<file path="config.mk">
export PLATFORM = sky130hd
export DESIGN_NAME = key_click_gesture_detector_top
export DESIGN_NICKNAME = d
export VERILOG_FILES = /design/src/hdl/kcgd_pkg.sv /design/src/hdl/kcgd_lane.sv /design/src/hdl/kcgd_merge.sv /design/src/hdl/key_click_gesture_detector_top.sv
export SDC_FILE = /design/constraint.sdc
export NUM_CORES = 1
export LEC_CHECK = 0
export BUFFER_PORTS_ARGS = -buffer_cell sky130_fd_sc_hd__buf_2
export CAP_MARGIN = 10
export CORE_ASPECT_RATIO = 0.7
export CORE_MARGIN = 4
export CORE_UTILIZATION = 59
export CTS_BUF_LIST = sky130_fd_sc_hd__clkbuf_8
export CTS_CLUSTER_DIAMETER = 150
export CTS_CLUSTER_SIZE = 14
export DETAILED_ROUTE_END_ITERATION = 8
export PLACE_DENSITY = 0.78
export SYNTH_ARGS = -nofsm -noshare
export SYNTH_HDL_FRONTEND = slang
export SYNTH_HIERARCHICAL = 1
export SYNTH_SLANG_ARGS = --single-unit
</file>
<file path="constraint.sdc">
create_clock -name clk_i -period 12.8 [get_ports clk_i]
set_input_delay 1.92 -clock clk_i [delete_from_list [all_inputs] [get_ports clk_i]]
set_output_delay 1.92 -clock clk_i [all_outputs]
set_load 0.01 [all_outputs]
</file>
<file path="src/hdl/kcgd_pkg.sv">
// ----------------------------------------------------------------------------
// kcgd_pkg
// Shared types and constants for the key click gesture detector.
// ----------------------------------------------------------------------------
package kcgd_pkg;

  localparam int unsigned MaxKeys     = 4;
  localparam int unsigned TimeW       = 32;
  localparam int unsigned CfgW        = 16;
  localparam int unsigned CountW      = 8;
  localparam int unsigned PaddrW      = 3;
  localparam int unsigned PdataW      = 32;
  localparam int unsigned DefNumKeys  = 4;

  localparam logic [CfgW-1:0] RepeatWindowRst  = 16'd300;
  localparam logic [CfgW-1:0] LongPressTimeRst = 16'd3000;

  // Register index, taken from paddr bit 2 (byte address 4*i).
  localparam logic RegRepeatWindow  = 1'b0;
  localparam logic RegLongPressTime = 1'b1;

  // What one key lane reports for one tick.
  typedef struct packed {
    logic              click;
    logic              lng;
    logic              multi;
    logic              held;
    logic              awake;
    logic [CountW-1:0] count;
  } lane_res_t;

  typedef struct packed {
    logic [CfgW-1:0] repeat_window;
    logic [CfgW-1:0] long_press_time;
  } cfg_t;

endpackage

</file>
<file path="src/hdl/kcgd_lane.sv">
// ----------------------------------------------------------------------------
// kcgd_lane
// Gesture state machine of one key: released, pressed, waiting, long press.
// ----------------------------------------------------------------------------
module kcgd_lane (
  input  logic                                 clk_i,
  input  logic                                 rst_ni,
  input  logic                                 step_i,
  input  logic [kcgd_pkg::TimeW-1:0]           now_ms_i,
  input  logic                                 level_i,
  input  kcgd_pkg::cfg_t                       cfg_i,
  output kcgd_pkg::lane_res_t                  res_o
);

  typedef enum logic [1:0] {
    PhReleased = 2'd0,
    PhPressed  = 2'd1,
    PhWaiting  = 2'd2,
    PhLong     = 2'd3
  } phase_e;

  phase_e                            phase_q, phase_d;
  logic [kcgd_pkg::TimeW-1:0]        ref_q, ref_d;
  logic [kcgd_pkg::CountW-1:0]       cnt_q, cnt_d;
  logic [kcgd_pkg::TimeW-1:0]        delta;
  logic                              long_hit;
  logic                              in_window;
  kcgd_pkg::lane_res_t               res;

  // Elapsed time since the reference, modulo 2^32.
  assign delta     = now_ms_i - ref_q;
  assign long_hit  = delta >= {{(kcgd_pkg::TimeW-kcgd_pkg::CfgW){1'b0}}, cfg_i.long_press_time};
  assign in_window = delta <= {{(kcgd_pkg::TimeW-kcgd_pkg::CfgW){1'b0}}, cfg_i.repeat_window};

  always_comb begin
    phase_d = phase_q;
    ref_d   = ref_q;
    cnt_d   = cnt_q;
    res     = '0;
    case (phase_q)
      PhReleased: begin
        if (level_i) begin
          phase_d = PhPressed;
          ref_d   = now_ms_i;
        end
      end
      PhPressed: begin
        res.held = 1'b1;
        if (!level_i) begin
          phase_d = PhWaiting;
          ref_d   = now_ms_i;
        end else if (long_hit) begin
          phase_d = PhLong;
          res.lng = 1'b1;
        end
      end
      PhWaiting: begin
        res.awake = 1'b1;
        if (level_i && in_window) begin
          phase_d = PhPressed;
          if (cnt_q != '1) begin
            cnt_d = cnt_q + kcgd_pkg::CountW'(1);
          end
        end else if (!in_window) begin
          if (cnt_q != '0) begin
            res.multi = 1'b1;
            res.count = cnt_q;
          end else begin
            res.click = 1'b1;
          end
          cnt_d   = '0;
          phase_d = PhReleased;
        end
      end
      PhLong: begin
        res.awake = 1'b1;
        if (!level_i) begin
          phase_d = PhReleased;
          ref_d   = now_ms_i;
        end
      end
      default: begin
        phase_d = PhReleased;
      end
    endcase
  end

  assign res_o = res;

  always_ff @(posedge clk_i or negedge rst_ni) begin
    if (!rst_ni) begin
      phase_q <= PhReleased;
      ref_q   <= '0;
      cnt_q   <= '0;
    end else if (step_i) begin
      phase_q <= phase_d;
      ref_q   <= ref_d;
      cnt_q   <= cnt_d;
    end
  end

endmodule

</file>
<file path="src/hdl/kcgd_merge.sv">
// ----------------------------------------------------------------------------
// kcgd_merge
// Gathers the lane results into one word and holds it in the output register.
// ----------------------------------------------------------------------------
module kcgd_merge (
  input  logic                                        clk_i,
  input  logic                                        rst_ni,
  input  logic                                        load_i,
  input  kcgd_pkg::lane_res_t [kcgd_pkg::MaxKeys-1:0] lane_i,
  input  logic                                        out_stall_i,
  output logic                                        out_valid_o,
  output logic                                        busy_o,
  output logic [kcgd_pkg::MaxKeys-1:0]                click_mask_o,
  output logic [kcgd_pkg::MaxKeys-1:0]                long_mask_o,
  output logic [kcgd_pkg::MaxKeys-1:0]                multi_mask_o,
  output logic [kcgd_pkg::MaxKeys-1:0]                held_mask_o,
  output logic [kcgd_pkg::MaxKeys-1:0]                awake_mask_o,
  output logic [kcgd_pkg::MaxKeys-1:0][kcgd_pkg::CountW-1:0] count_o
);

  logic                                            valid_q;
  logic [kcgd_pkg::MaxKeys-1:0]                    click_q, lng_q, multi_q, held_q, awake_q;
  logic [kcgd_pkg::MaxKeys-1:0]                    click_d, lng_d, multi_d, held_d, awake_d;
  logic [kcgd_pkg::MaxKeys-1:0][kcgd_pkg::CountW-1:0] count_q, count_d;

  always_comb begin
    for (int k = 0; k < kcgd_pkg::MaxKeys; k++) begin
      click_d[k] = lane_i[k].click;
      lng_d[k]   = lane_i[k].lng;
      multi_d[k] = lane_i[k].multi;
      held_d[k]  = lane_i[k].held;
      awake_d[k] = lane_i[k].awake;
      count_d[k] = lane_i[k].count;
    end
  end

  // The register is full and the receiver does not take it this cycle.
  assign busy_o = valid_q && out_stall_i;

  always_ff @(posedge clk_i or negedge rst_ni) begin
    if (!rst_ni) begin
      valid_q <= 1'b0;
    end else if (load_i) begin
      valid_q <= 1'b1;
    end else if (!out_stall_i) begin
      valid_q <= 1'b0;
    end
  end

  always_ff @(posedge clk_i) begin
    if (load_i) begin
      click_q <= click_d;
      lng_q   <= lng_d;
      multi_q <= multi_d;
      held_q  <= held_d;
      awake_q <= awake_d;
      count_q <= count_d;
    end
  end

  assign out_valid_o  = valid_q;
  assign click_mask_o = click_q;
  assign long_mask_o  = lng_q;
  assign multi_mask_o = multi_q;
  assign held_mask_o  = held_q;
  assign awake_mask_o = awake_q;
  assign count_o      = count_q;

endmodule

</file>
<file path="src/hdl/key_click_gesture_detector_top.sv">
// ----------------------------------------------------------------------------
// key_click_gesture_detector_top
// Click, multi-click and long-press detection for up to four keys.
// ----------------------------------------------------------------------------
// Each input word is one poll tick: a wrapping millisecond timestamp and the
// pressed level of every key. It is accepted when in_valid_i is high and
// in_stall_o is low. Every tick produces exactly one output word carrying
// the per-key click, long-press and multi-click flags, the re-press counts,
// and the held and awake masks.
// The word appears on the output register at the edge that accepts the
// tick. One tick per cycle is sustained while the receiver does not stall;
// each key has its own lane, so all keys are updated in the same cycle, and
// the rate is set by the single output register stage.
// When the receiver raises out_stall_i while a word is waiting, in_stall_o
// rises in the same cycle and the key state freezes until the word is taken;
// a new tick is accepted in the very cycle the waiting word leaves.
// The two timing registers sit on an APB-style port at byte addresses 0
// (repeat_window) and 4 (long_press_time); only paddr bit 2 is decoded.
// Reset puts every key into the released phase with a zero reference time
// and counter, loads the default timings and empties the output register.
// Keys at or above NUM_KEYS have no lane and always report zero.
// ----------------------------------------------------------------------------
module key_click_gesture_detector_top #(
  parameter int unsigned NUM_KEYS = kcgd_pkg::DefNumKeys
) (
  input  logic                                clk_i,
  input  logic                                rst_ni,
  // Tick input
  input  logic                                in_valid_i,
  output logic                                in_stall_o,
  input  logic [kcgd_pkg::TimeW-1:0]          now_ms_i,
  input  logic [kcgd_pkg::MaxKeys-1:0]        key_levels_i,
  // Result output
  output logic                                out_valid_o,
  input  logic                                out_stall_i,
  output logic [kcgd_pkg::MaxKeys-1:0]        click_mask_o,
  output logic [kcgd_pkg::MaxKeys-1:0]        long_mask_o,
  output logic [kcgd_pkg::MaxKeys-1:0]        multi_mask_o,
  output logic [kcgd_pkg::CountW-1:0]         repeat_count_0_o,
  output logic [kcgd_pkg::CountW-1:0]         repeat_count_1_o,
  output logic [kcgd_pkg::CountW-1:0]         repeat_count_2_o,
  output logic [kcgd_pkg::CountW-1:0]         repeat_count_3_o,
  output logic [kcgd_pkg::MaxKeys-1:0]        held_mask_o,
  output logic [kcgd_pkg::MaxKeys-1:0]        awake_mask_o,
  // Configuration port
  input  logic                                psel,
  input  logic                                penable,
  input  logic                                pwrite,
  input  logic [kcgd_pkg::PaddrW-1:0]         paddr,
  input  logic [kcgd_pkg::PdataW-1:0]         pwdata,
  output logic [kcgd_pkg::PdataW-1:0]         prdata,
  output logic                                pready
);

  kcgd_pkg::cfg_t                                 cfg_q;
  logic                                           cfg_wr;
  logic                                           accept;
  logic                                           stall;
  kcgd_pkg::lane_res_t [kcgd_pkg::MaxKeys-1:0]    lane_res;
  logic [kcgd_pkg::MaxKeys-1:0][kcgd_pkg::CountW-1:0] counts;

  // Configuration registers. The access phase always completes at once.
  assign pready = 1'b1;
  assign cfg_wr = psel && penable && pwrite;

  always_ff @(posedge clk_i or negedge rst_ni) begin
    if (!rst_ni) begin
      cfg_q.repeat_window   <= kcgd_pkg::RepeatWindowRst;
      cfg_q.long_press_time <= kcgd_pkg::LongPressTimeRst;
    end else if (cfg_wr) begin
      case (paddr[2])
        kcgd_pkg::RegRepeatWindow:  cfg_q.repeat_window   <= pwdata[kcgd_pkg::CfgW-1:0];
        kcgd_pkg::RegLongPressTime: cfg_q.long_press_time <= pwdata[kcgd_pkg::CfgW-1:0];
        default: begin
        end
      endcase
    end
  end

  always_comb begin
    case (paddr[2])
      kcgd_pkg::RegRepeatWindow:
        prdata = {{(kcgd_pkg::PdataW-kcgd_pkg::CfgW){1'b0}}, cfg_q.repeat_window};
      kcgd_pkg::RegLongPressTime:
        prdata = {{(kcgd_pkg::PdataW-kcgd_pkg::CfgW){1'b0}}, cfg_q.long_press_time};
      default:
        prdata = '0;
    endcase
  end

  // A tick is taken whenever the output register is free or being emptied.
  assign in_stall_o = stall;
  assign accept     = in_valid_i && !stall;

  // One lane per key in use; unused key positions report nothing.
  for (genvar k = 0; k < kcgd_pkg::MaxKeys; k++) begin : g_lane
    if (k < NUM_KEYS) begin : g_used
      kcgd_lane u_lane (
        .clk_i    (clk_i),
        .rst_ni   (rst_ni),
        .step_i   (accept),
        .now_ms_i (now_ms_i),
        .level_i  (key_levels_i[k]),
        .cfg_i    (cfg_q),
        .res_o    (lane_res[k])
      );
    end else begin : g_unused
      assign lane_res[k] = '0;
    end
  end

  kcgd_merge u_merge (
    .clk_i        (clk_i),
    .rst_ni       (rst_ni),
    .load_i       (accept),
    .lane_i       (lane_res),
    .out_stall_i  (out_stall_i),
    .out_valid_o  (out_valid_o),
    .busy_o       (stall),
    .click_mask_o (click_mask_o),
    .long_mask_o  (long_mask_o),
    .multi_mask_o (multi_mask_o),
    .held_mask_o  (held_mask_o),
    .awake_mask_o (awake_mask_o),
    .count_o      (counts)
  );

  assign repeat_count_0_o = counts[0];
  assign repeat_count_1_o = counts[1];
  assign repeat_count_2_o = counts[2];
  assign repeat_count_3_o = counts[3];

endmodule

</file>
==> results.cfg <==
[status]
outcome = finished clean

[timing]
relSlewSlack_pct = 36.3
holdWs_ns = 0.502
rsz0062_at_grt = no
post-route-period-util_pct = 49.7
worst_pin_slew_ns = 0.955
hold_viol_final = 0
fin_setup_tns_ns = 0
finalSetupViolations = 0
fin_skew_ns = 0.0294
finalMaxSlewViolations = 0
max_freq_mhz = 157
fin_crit_ns = 6.37

[power_and_ir_drop]
p_leak_uw = 0.0115
ir_drop_mv = 0.142
power.density_mw_per_mm2 = 250
power_uw = 6010

[final_layout]
postLayoutCoreUtil_pct = 62.7
regArea_mm2 = 0.00661
multi_input_area_mm2 = 0.0145
syn_to_final_growth_pct = 4.93
fill_cells = 3259
fin_area_mm2 = 0.0240
final_nets = 3031
drive_above_1_share_pct = 15.2

[die]
core_mm2 = 0.0384
die_area_mm2 = 0.0421
pin_count = 165
rows = 60
die_w_um = 243
initial_core_util_pct = 59.7
die_y_um = 173

[yosys]
async_reset_ff_share_pct = 79.4
avgSynthCellArea_um2 = 8.68
synth_edf_count = 52
synth_top_area_cell = dfrtp_1
synth_common_cells = 300 x inv_1, 260 x ha_1, 200 x nand2_1
synth-simple-area-share_pct = 17.1
synth.most_common_cell = inv_1
synth_compound_area_share_pct = 19.5
synth-seq-cells = 253
syn-instance-count = 2638
synth.top_cell.area_share_pct = 20.8
ys_seq_area_share_pct = 28.8
syn_area_mm2 = 0.0229
yosys.area_share.xor_xnor_pct = 2.79
synth_flop_cell = dfrtp_1
synth_top_family_by_area = compound AO/OA/AOI/OAI gates
synth-adder-area-share_pct = 14.6
synthMuxAreaShare_pct = 9.16
yosys_warnings = 6
yosysUniqueCellTypes = 107
synth_area_leaders = dfrtp_1 21%, ha_1 14%, mux2_2 8.1%

[worst_setup_path]
crit_chain = buf_2, inv_1, ha_1, fa_1, nand2b_1, a21oi_2, nor2_1, o21ai_0, xor2_1, ha_1, and2_0, a221o_1, a221oi_1, o21ai_0, a21o_1, or4_1, and3_1, and2_1
max_stage_delay_ns = 0.78
end_kind = flop
start_kind = input port
cp_data_required_time_ns = 13.16
reg2reg_depth = 16
path_class = input port to flop
worst-path-max-fanout = 16
cp_slowest_cell = or4_1
worstPathArrival_ns = 6.72

[routing]
wl_um = 62400
post_drt_wl_per_cell_um = 19.3
route.detailed.drc = 0
drt-initial-drc-count = 1687
viasPerCell = 6.22
drt_pass1_iterations = 5
detail-route-antenna-nets = 0
vias = 20100

[global_routing]
grt_pass1_wl_um = 99700
antenna_found_initial = 2
use_met2_pct = 44.3
grt_busiest_layer = met2
grt_pass1_vias = 19200
gr-usage-all-layers_pct = 28.6
grt_use_met3_pct = 4.43
met1_usage_pct = 42.1
gr-total-overflow = 0
grt_max_degree = 76

[clock_network]
cts_setup_buffers = 0
hold_buffers = 0
cts_tree = built
path_clk_slew_ns = 0.10
cts_root_buf = clkbuf_8
h-tree-depth = 1
clkSinkCount = 253
clk_latency_ns = 0.59
cts_made_buffers = 22
cts_resized = 0
clockBufferDepth = 3

[placed_design]
place_congestion = 0.991
post-dp-hpwl_um = 49700
post_dp_cell_area_mm2 = 0.0236
port_buffers = 129

[min_path]
hp-class = flop to flop
whs_path_depth = 2

[job]
maxCapViolations = 0
path summary, 6_finish.rpt:
check	endpoint	startpoint	slack, ns
worst min register to register	g_lane[1].g_used.u_lane/ref_q[0]	g_lane[1].g_used.u_lane/ref_q[0]	0.50
min in group asynchronous	g_lane[1].g_used.u_lane/phase_q[1]	rst_ni	1.28
worst min-delay path	g_lane[1].g_used.u_lane/ref_q[0]	g_lane[1].g_used.u_lane/ref_q[0]	0.50
max in group asynchronous	cfg_q[23]	rst_ni	10.17
worst max register to register	u_merge/count_o[17]	g_lane[2].g_used.u_lane/ref_q[0]	7.64
worst max-delay path	u_merge/count_o[17]	now_ms_i[0]	6.43
metal layers:
metal / up-vias / share of wire, %
met5: - / 0
met3: 120 / 8.1
li1: 9586 / -
met4: 0 / 2.6
met2: 760 / 43
met1: 9648 / 46
kinds of logic (layout without fill, tap and decap cells):
logic type / Yosys count / count (layout)
buf+inv: 426 / 478
xor+xnor: 73 / 73
fa+ha+maj: 264 / 264
other cells: 2 / 19
flops: 253 / 253
compound gates: 675 / 675
simple gates: 761 / 761
mux: 184 / 184
flip-flops by register name, indices dropped and copies added (netlist names):
signal / count
u_merge/click_mask_o: 4
g_lane.g_used.u_lane/phase_q: 8
u_merge/awake_mask_o: 4
u_merge/count_o: 32
g_lane.g_used.u_lane/ref_q: 128
u_merge/held_mask_o: 4
u_merge/multi_mask_o: 4
u_merge/out_valid_o: 1
g_lane.g_used.u_lane/cnt_q: 32
cfg_q: 32
u_merge/long_mask_o: 4
cell type report:
class                   count  area share [%]
flip-flops and latches    253            27.5
diodes                      2          0.0208
well taps                 527            2.74
clock inverters            17           0.318
multi-input cells        1974            60.4
inverters                 301            4.70
clock buffers              23            1.32
repair buffers            137            2.97
through the flow:
stage	worst slack, ns	instances
6_report	6.43	3234
5_1_grt	6.27	3234
4_1_cts	6.55	3232
3_5_place_dp	5.93	3192
3_3_place_gp	6.00	3192
2_1_floorplan	6.62	2653
critical path, delay by kind of cell:
kind | cells | cell delay [ns]
buf+inv | 2 | 0.27
simple gates | 6 | 1.77
fa+ha+maj | 3 | 0.91
compound gates | 6 | 1.56
xor+xnor | 1 | 0.28
cells in the final DEF, fill, tap and decap left out, types with 62 or more instances in the layout:
master / count
dfrtp_1: 190
o21ai_0: 127
nand3_1: 65
inv_1: 316
a21oi_1: 184
ha_1: 260
a21o_1: 79
nand4_1: 62
nor2_1: 150
buf_2: 128
mux2_2: 165
nand2_1: 200
report_power, final:
part	switching, µW	total, µW	internal (µW)	leakage (µW)
sequential	214	1310	1100	0.00296
clock	291	461	169	0.000257
combinational	2500	4240	1740	0.00823
No activity file was read; power rests on OpenSTA's default activity.
